==> config.mk <==
export PLATFORM = sky130hd
export DESIGN_NAME = pafk_cell
export DESIGN_NICKNAME = d
export VERILOG_FILES = /design/src/rtl/core/pafk_pkg.sv /design/src/rtl/core/pafk_sincos.sv /design/src/rtl/core/pafk_cell.sv
export SDC_FILE = /design/constraint.sdc
export NUM_CORES = 2
export LEC_CHECK = 0
export BUFFER_PORTS_ARGS = -buffer_cell sky130_fd_sc_hd__clkbuf_2
export CAP_MARGIN = 20
export CORE_ASPECT_RATIO = 0.5
export CORE_MARGIN = 2
export CORE_UTILIZATION = 67
export DETAILED_ROUTE_END_ITERATION = 7
export PLACE_DENSITY_LB_ADDON = 0.12
export SLEW_MARGIN = 5
export SYNTH_ARGS = -nofsm -noshare
export SYNTH_HDL_FRONTEND = slang
export SYNTH_SLANG_ARGS = --single-unit
==> constraint.sdc <==
create_clock -name i_clk -period 13.31 [get_ports i_clk]
set_clock_uncertainty 0.2 [all_clocks]
set_input_delay 1.331 -clock i_clk [delete_from_list [all_inputs] [get_ports i_clk]]
set_output_delay 1.331 -clock i_clk [all_outputs]
set_load 0.01 [all_outputs]
==> src/rtl/core/pafk_pkg.sv <==
// pafk_pkg: shared constants and types for the planar arm forward kinematics block
// no dependencies

package pafk_pkg;

    localparam int MAX_LINKS_DEF  = 4;
    localparam int ANGLE_BITS_DEF = 16;
    localparam int LINK_FIELDS    = 4;
    localparam int IN_ANGLE_W     = 16;
    localparam int LEN_W          = 16;
    localparam int BASE_W         = 16;
    localparam int CNT_W          = 3;
    localparam int POS_W          = 20;
    localparam int ACC_W          = 24;
    localparam int CFG_IDX_W      = 3;
    localparam int CFG_DATA_W     = 16;

    localparam logic [CFG_IDX_W-1:0] REG_BASE_X     = 3'd0;
    localparam logic [CFG_IDX_W-1:0] REG_BASE_Y     = 3'd1;
    localparam logic [CFG_IDX_W-1:0] REG_LINK_COUNT = 3'd2;
    localparam logic [CFG_IDX_W-1:0] REG_LEN0       = 3'd3;
    localparam logic [CFG_IDX_W-1:0] REG_LEN3       = 3'd6;

    localparam logic [31:0] Q30_ONE = 32'd1073741824;
    localparam logic [31:0] SIN_C1  = 32'd1686629713;
    localparam logic [31:0] SIN_C3  = 32'd693598668;
    localparam logic [31:0] SIN_C5  = 32'd85569306;
    localparam logic [31:0] SIN_C7  = 32'd5026995;
    localparam logic [31:0] SIN_C9  = 32'd172272;

    // token passed from cell to cell
    typedef struct packed {
        logic                   valid;
        logic [CNT_W-1:0]       joint;
        logic                   last;
        logic signed [ACC_W-1:0] px;
        logic signed [ACC_W-1:0] py;
    } t_tok;

endpackage

==> src/rtl/core/pafk_sincos.sv <==
// pafk_sincos: sequential sine/cosine of one angle, one multiply per cycle
// uses pafk_pkg

module pafk_sincos import pafk_pkg::*; #(
    parameter int ANGLE_BITS = ANGLE_BITS_DEF
) (
    input  logic                    i_clk,
    input  logic                    i_rst_n,
    input  logic                    i_start,
    input  logic [ANGLE_BITS-1:0]   i_angle,
    output logic                    o_done,
    output logic signed [17:0]      o_sin,
    output logic signed [17:0]      o_cos
);
    // two passes (x then 1-x), each: x2, 4 horner steps, final product = 6 mults
    typedef enum logic [1:0] {S_IDLE, S_RUN} t_state;
    t_state r_state;
    logic [2:0]  r_step;
    logic        r_pass;
    logic [1:0]  r_quad;
    logic [31:0] r_x, r_xc, r_x2, r_t;
    logic [16:0] r_ps, r_pc;
    logic        r_done;

    logic [31:0] w_xs, w_ma, w_mb, w_prod;
    logic [63:0] w_full;
    logic [31:0] w_pr;
    logic [16:0] w_fin;

    assign w_xs = r_pass ? r_xc : r_x;
    always_comb begin
        w_ma = r_x2;
        w_mb = r_t;
        case (r_step)
            3'd0: begin w_ma = w_xs; w_mb = w_xs; end
            3'd5: begin w_ma = w_xs; w_mb = r_t; end
            default: begin w_ma = r_x2; w_mb = r_t; end
        endcase
    end
    assign w_full = 64'(w_ma) * 64'(w_mb) + 64'h2000_0000;
    assign w_prod = w_full[61:30];
    assign w_pr   = (w_prod + 32'h2000) >> 14;
    assign w_fin  = (w_pr > 32'd65536) ? 17'd65536 : w_pr[16:0];

    always_ff @(posedge i_clk) begin
        if (!i_rst_n) begin
            r_state <= S_IDLE;
            r_done  <= 1'b0;
        end else begin
            r_done <= 1'b0;
            case (r_state)
                S_IDLE: begin
                    if (i_start) begin
                        r_quad  <= i_angle[ANGLE_BITS-1 -: 2];
                        r_x     <= 32'(i_angle[ANGLE_BITS-3:0]) << (32 - ANGLE_BITS);
                        r_xc    <= Q30_ONE - (32'(i_angle[ANGLE_BITS-3:0]) << (32 - ANGLE_BITS));
                        r_step  <= 3'd0;
                        r_pass  <= 1'b0;
                        r_state <= S_RUN;
                    end
                end
                S_RUN: begin
                    case (r_step)
                        3'd0: begin r_x2 <= w_prod; r_t <= SIN_C9; end
                        3'd1: r_t <= SIN_C7 - w_prod;
                        3'd2: r_t <= SIN_C5 - w_prod;
                        3'd3: r_t <= SIN_C3 - w_prod;
                        3'd4: r_t <= SIN_C1 - w_prod;
                        default: begin
                            if (r_pass) r_pc <= w_fin;
                            else r_ps <= w_fin;
                        end
                    endcase
                    if (r_step == 3'd5) begin
                        r_step <= 3'd0;
                        r_pass <= 1'b1;
                        if (r_pass) begin
                            r_state <= S_IDLE;
                            r_done  <= 1'b1;
                        end
                    end else begin
                        r_step <= r_step + 3'd1;
                    end
                end
                default: r_state <= S_IDLE;
            endcase
        end
    end

    always_comb begin
        case (r_quad)
            2'd0: begin o_sin = 18'($signed({1'b0, r_ps})); o_cos = 18'($signed({1'b0, r_pc})); end
            2'd1: begin o_sin = 18'($signed({1'b0, r_pc})); o_cos = -18'($signed({1'b0, r_ps})); end
            2'd2: begin o_sin = -18'($signed({1'b0, r_ps})); o_cos = -18'($signed({1'b0, r_pc})); end
            default: begin o_sin = -18'($signed({1'b0, r_pc})); o_cos = 18'($signed({1'b0, r_ps})); end
        endcase
    end
    assign o_done = r_done;
endmodule

==> src/rtl/core/pafk_cell.sv <==
// pafk_cell: one link of the chain; adds its rotated link vector to the running position
// uses pafk_pkg, pafk_sincos

module pafk_cell import pafk_pkg::*; #(
    parameter int ANGLE_BITS = ANGLE_BITS_DEF
) (
    input  logic                  i_clk,
    input  logic                  i_rst_n,
    input  logic                  i_start,
    input  logic [ANGLE_BITS-1:0] i_phi,
    input  logic [LEN_W-1:0]      i_len,
    input  t_tok                  i_tok,
    output logic                  o_done,
    output t_tok                  o_tok
);
    logic        w_done;
    logic signed [17:0] w_sin, w_cos;
    logic signed [ACC_W-1:0] r_px, r_py;
    logic signed [ACC_W-1:0] w_tx, w_ty;
    logic signed [35:0] w_mx, w_my;
    logic signed [ACC_W-1:0] r_opx, r_opy;
    logic        r_done;

    pafk_sincos #(.ANGLE_BITS(ANGLE_BITS)) u_sc (
        .i_clk(i_clk), .i_rst_n(i_rst_n), .i_start(i_start), .i_angle(i_phi),
        .o_done(w_done), .o_sin(w_sin), .o_cos(w_cos)
    );

    // latch incoming position at start
    always_ff @(posedge i_clk) begin
        if (i_start) begin
            r_px <= i_tok.px;
            r_py <= i_tok.py;
        end
    end

    assign w_mx = $signed({2'b00, i_len}) * w_cos + 36'sd32768;
    assign w_my = $signed({2'b00, i_len}) * w_sin + 36'sd32768;
    // arithmetic shift gives floor, matching round half up
    assign w_tx = ACC_W'(w_mx >>> 16);
    assign w_ty = ACC_W'(w_my >>> 16);

    always_ff @(posedge i_clk) begin
        if (!i_rst_n) begin
            r_done <= 1'b0;
        end else begin
            r_done <= w_done;
        end
        if (w_done) begin
            r_opx <= r_px + w_tx;
            r_opy <= r_py + w_ty;
        end
    end
    assign o_tok = '{valid: 1'b1, joint: '0, last: 1'b0, px: r_opx, py: r_opy};
    assign o_done = r_done;
endmodule

---- Yosys cells after proc, flatten, opt, wreduce, memory -nomap -nowiden ----
Cells that the tools add are included.
word-level totals
  logic and storage cells ................. 81
  input port bits ......................... 88
  flip-flop bits (word level) ............. 250
  output and inout port bits .............. 54
operators by class
  muxes and demuxes ....................... 18
  bitwise gates (word level) .............. 2
  equal/unequal tests ..................... 11
  $lt $le $gt $ge ......................... 1
  reductions and logical operators ........ 16
  multipliers ............................. 3
  add/subtract/negate cells ............... 14
operator list
  cell                      count
  $pmux W32 S5              1
  $pmux W18 S3              2
  $mux W32                  3
  $add A35 B17 Y36 const B  2
  $mul A17 B18 Y35          2
  $add A62 B30 Y62 const B  1
  $mul A32 B32 Y62          1
  $add A24 B20 Y24          2
  $neg A17 Y18              2
  $add A32 B14 Y32 const B  1
  $sub A23 B32 Y32 const A  1
  $sub A27 B32 Y32 const A  1
  $sub A30 B32 Y32 const A  1
  $sub A31 B30 Y32 const A  1
  $sub A31 B32 Y32 const A  1
  $gt A18 B17 Y1 const B    1
  $reduce_and A3 Y1         6
  $mux W17                  1
  $reduce_and A4 Y1         3
  $eq A3 B2 Y1 const B      2
  $eq A3 B3 Y1 const B      2
  $mux W2                   3
  $mux W3                   2
  $pmux W3 S2               1
  16 further kinds          22

---- Depth between registers and ports, before layout ----
  depth after elaboration ................. 8
  gate-level depth with buffers ........... 49
  depth with buffers taken out ............ 48

---- By module ----
From an unflattened synthesis, not the netlist that was laid out.
unflattened totals
  cell total of the unflattened synthesis .. 7731
  area, all modules ....................... 70392.5 sq um
by module, submodules not included
  module       instances  cells an instance  sequential area each (sq um)  area an instance (sq um)
  pafk_sincos  1          4871               4003.8                        42794.8
  pafk_cell    1          2860               2902.8                        27597.7

---- Worst setup path before layout ----
Ideal clock, no wire load.
  kind .................................... reg2reg
  from .................................... register u_sc.r_step[0]
  to ...................................... register u_sc.r_t[27] (data pin)
  period minus slack after synthesis ...... 11503 ps
  cell stages (with the launch flop) ...... 40
  setup slack ............................. 1807 ps
  path buffers ............................ 5
  data required time ...................... 12841 ps
  arrival ................................. 11034 ps
  library setup time ...................... 269 ps
  cell sequence ........................... edfxtp_1 > inv_1 > ha_1 > nand2_1 > clkbuf_1 > clkbuf_1 > clkbuf_1 > clkbuf_1 > nand2_1 > nor2_1 > fa_1 > fa_1 > inv_1 > fa_1 > fa_1 > inv_1 > fa_1 > fa_1 > (+4 left out) > nand4_2 > nor4_2 > or3b_4 > o21ai_0 > xor2_1 > inv_1 > ha_1 > nand2_1 > a2111oi_0 > nor4_1 > a2111oi_0 > o31ai_1 > a211oi_1 > a221o_1 > a21oi_1 > maj3_1 > xor2_1 > o22ai_1
on the way
  word-level cells in the longest chain between the ends .. 7
  elaborated cells on any way between the ends .. 16
  classes of those cells .................. 5 x add/sub; 1 x mul; 5 x eq/ne; 3 x mux; 2 x reduce/logical
ends and longest elaborated chain
  element                                                  line               source
  start, declared                                          pafk_sincos.sv:18  logic [2:0] r_step;
  start signal, assigned                                   pafk_sincos.sv:82  r_step <= r_step + 3'd1;
  $eq A3 B3 Y1 / $logic_not A3 Y1 (equally long branches)  pafk_sincos.sv:34  case (r_step)
  $reduce_or A2 Y1 (no source line)                        n/a
  $mux W32                                                 pafk_sincos.sv:34
  $mul A32 B32 Y62 *                                       pafk_sincos.sv:40  assign w_full = 64'(w_ma) * 64'(w_mb) + 64'h2000_0000;
  $add A62 B30 Y62 *                                       pafk_sincos.sv:40
  via u_sc.w_full[31]                                      pafk_sincos.sv:26  logic [63:0] w_full;
  $sub A31 B32 Y32, or another cell as far along           pafk_sincos.sv:68  3'd4: r_t <= SIN_C1 - w_prod;
  $pmux W32 S5 *                                           pafk_sincos.sv:63  case (r_step)
  end signal, assigned                                     pafk_sincos.sv:65  3'd1: r_t <= SIN_C7 - w_prod;
  end signal, assigned                                     pafk_sincos.sv:66  3'd2: r_t <= SIN_C5 - w_prod;
  end signal, assigned                                     pafk_sincos.sv:68
  end, declared                                            pafk_sincos.sv:21  logic [31:0] r_x, r_xc, r_x2, r_t;
The timed path passes the listed nets; every way through them passes the cells marked *.
A chain may end at the register's enable or synchronous reset.

---- Worst setup path in the final report ----
  from .................................... register u_sc.r_step[1]
  to ...................................... register u_sc.r_pc[5] (data pin)
on the way
  word-level cells in the longest chain between the ends .. 8
  elaborated cells on any way between the ends .. 10
  classes of those cells .................. 2 x add/sub; 1 x mul; 1 x order compare; 1 x eq/ne; 3 x mux; 2 x reduce/logical
ends and longest elaborated chain
  element                                                  line               source
  $eq A3 B3 Y1 / $logic_not A3 Y1 (equally long branches)  pafk_sincos.sv:34
  $reduce_or A2 Y1 (no source line)                        n/a
  $mux W32                                                 pafk_sincos.sv:34
  $mul A32 B32 Y62 *                                       pafk_sincos.sv:40
  $add A62 B30 Y62 *                                       pafk_sincos.sv:40
  via u_sc.w_full[44]                                      pafk_sincos.sv:26
  $add A32 B14 Y32 *                                       pafk_sincos.sv:42  assign w_pr = (w_prod + 32'h2000) >> 14;
  $gt A18 B17 Y1                                           pafk_sincos.sv:43  assign w_fin = (w_pr > 32'd65536) ? 17'd65536 : w_pr[16:0];
  $mux W17 *                                               pafk_sincos.sv:43
  via u_sc.w_fin[5]                                        pafk_sincos.sv:28  logic [16:0] w_fin;
  end signal, assigned                                     pafk_sincos.sv:70  if (r_pass) r_pc <= w_fin;
  end, declared                                            pafk_sincos.sv:22  logic [16:0] r_ps, r_pc;
Marks and branches as above.

==> results.txt <==
Final Util = 71.7%
Final Net Count = 9,788
Pin count of the biggest net entering global routing = 68
Synthesized cell area = 0.0691 mm^2
Fin area = 0.0734 mm^2
Cts bufs inserted = 27
Avg Cell Area, Syn = 9.13 um^2
Fin. max-slew vios = 0
Max-slew headroom = 20.8%
Reg2Reg Depth = 39
Period utilization = 96.6%
Site row count = 83
HPWL Detailed = 166 mm
Share of cells above drive strength 1 = 6.80%
Worst-path clk slew = 0.06 ns
CP max stage delay = 0.66 ns
Ys flop type = edfxtp_1
FF-to-FF setup slack = 0.46 ns
Antenna-violating nets left = 0
Most used cell, CP = fa_1
Sum of buffers and inverters on the critical path = 9
Netlist cell types = 98
Die height = 231 um
Clock buffer depth = 3
Iteration-0 DRC Markers = 4,802
Area of the die = 0.106 mm^2
Crit path launch = u_sc.r_step[1]
Layout Cells excl Fill = 9,050
Worst EP arrival = 13.05 ns
Core area = 0.102 mm^2
I/O pin total = 142
Worst skew pair latency = 0.59 ns
Status = complete, no violations
RSZ-0062 raised after global routing = yes
Sink Count = 231
DRC = 0
Startpoint Class = flip-flop
R2R Path Start = u_sc.r_step[1]
Crit Path Max Fanout = 18
First-pass GRT wire length = 323 mm
Number of synthesized register bits = 231
Crit path max-delay family = adder cells
Max Freq = 0.0778 GHz
TritonCTS clock tree = yes
CTS Hold Buffers Added = 0
Initial antenna violation count = 10
Final Setup Violations = 0
Slew @ Worst Pin = 1.19 ns
Hold path startpoint = r_px[0]
Vias per cell = 5.96
WL final = 204 mm
Max Cap Viol = 0
Most frequent cells in the layout = inv_1, fa_1, nand2_1
Crit path depth = 39
Final Hold Violating Endpoints = 0
Vias in the first global route = 58,005
Setup CP Type = flip-flop to flip-flop
Critical-path top delay cell = nor3_1
H-Tree Depth = 1
Die X = 458 um
Routability cong. = 1.04
Fraction of registers with async set/reset = 0%
Buffers on Ports = 131
CP required = 13.51 ns
Post-synth EDFFs = 228
Pre-Repair DR Iteration Count = 8
Drt wl/cell = 22.6 um
Most common cell after layout, fill and taps aside = inv_1
Tot GR Track Use = 39.9%
Vias = 53,970
Synth-to-Final Area Change = 6.13%
Starting Density = 67.5%
Placed Area = 0.0723 mm^2
Hold Crit Endpoint = r_opx[0]
Placed cells = 8,992
Grt ovf = 0
Post-Synthesis Cells = 7,572
Yosys Warn Count = 0
Min Tclk post-route = 12.85 ns
CTS root buffer = clkbuf_16
Hold path cells = 1
Reg2reg end = u_sc.r_pc[5]
Sequential fraction of the synthesis area = 9.99%
Hold WS = 0.353 ns
Crit path capture type = flip-flop
Hold WC Path Type = flip-flop to flip-flop
[how the worst max path moves through the flow]
| stage | slack [ns] | to |
|---|---|---|
| detailed placement | 0.43 | u_sc.r_t[31] |
| global route | -0.006 | u_sc.r_t[31] |
| finish | 0.46 | u_sc.r_pc[5] |
| floorplan | 1.81 | u_sc.r_t[27] |
| CTS | 0.39 | u_sc.r_t[31] |
| global placement | 0.64 | u_sc.r_t[31] |
[state kept, by name, indices dropped and copies added (netlist names), 17 cells and up]
signal and cells:
u_sc.r_ps 17, r_opx 24, r_py 24, r_px 24
u_sc.r_t 32, u_sc.r_pc 17, r_opy 24, u_sc.r_x2 32
[cells in the mapped netlist, types with 18 or more instances]
| cell | n | share of area [%] |
|---|---|---|
| inv_1 | 1585 | 8.6 |
| fa_1 | 1491 | 43 |
| nand2_1 | 947 | 5.1 |
| and2_1 | 549 | 5.0 |
| nor2_1 | 545 | 3.0 |
| ha_1 | 542 | 9.8 |
| clkbuf_1 | 316 | 1.7 |
| edfxtp_1 | 228 | 9.9 |
| a21oi_1 | 167 | 1.2 |
| xnor2_1 | 155 | 2.0 |
| o21ai_0 | 136 | 0.98 |
| nor3_1 | 77 | 0.56 |
| nand3_1 | 72 | 0.52 |
| a21o_1 | 60 | 0.65 |
| o21a_1 | 54 | 0.59 |
| xor2_1 | 50 | 0.63 |
| and3_1 | 49 | 0.44 |
| nor2b_1 | 40 | 0.36 |
| nand4_1 | 30 | 0.27 |
| o211ai_1 | 27 | 0.29 |
| or3_1 | 25 | 0.23 |
| a211oi_1 | 24 | 0.26 |
| a31oi_1 | 24 | 0.22 |
| mux2i_1 | 24 | 0.35 |
| o21ai_1 | 23 | 0.17 |
| nand2b_1 | 22 | 0.20 |
| nor4_1 | 18 | 0.16 |
| o22ai_1 | 18 | 0.16 |
| o31ai_1 | 18 | 0.20 |
[worst reg2reg max path, delay by kind of cell, from the launching register on]
kind	cells	cell delay [ns]
adder cells (fa/ha/maj)	11	4.92
buffers and inverters	9	1.07
flip-flops	1	0.42
AND/OR/NAND/NOR	14	4.39
AO/OA/AOI/OAI	5	1.64
[logic make-up after synthesis]
group	synth area share, %
AOI/OAI and AO/OA	6.64
adders and majority gates	53.0
xor gates and xnor gates	2.65
DFF	9.99
buffers and inverters	10.5
muxes	0.532
and+or+nand+nor	16.6
other	0.0109
[per-stage QoR]
stage,setup WS [ns],setup TNS [ns]
2_1_floorplan,1.81,0
5_1_grt,-0.00550,-0.00550
6_report,0.455,0
3_3_place_gp,0.643,0
4_1_cts,0.386,0
3_5_place_dp,0.426,0
[routing by layer]
metal | part of all wire, % | track usage [%]
met1 | 38 | 52.2
met3 | 13 | 12.2
met2 | 45 | 62.1
met5 | 0.12 | 0.226
met4 | 4.9 | 16.8
[final cells by class]
type,count,area (um^2)
Multi-Input combinational cell,5410,55000
Fill cell,7809,29000
Sequential cell,231,6910
Inverter,1593,5980
Timing Repair Buffer,404,2820
Tap cell,1360,1700
Clock buffer,37,733
Clock inverter,13,199
Antenna cell,2,5.00
[timing repair]
action                     CTS  global route
setup buffers                0             3
gates resized for setup      0             4
setup endpoints to repair    0            11
Power is left out: the tool's default activity adds up to more than one toggle a clock period on the data nets, which glitch-free logic cannot reach.
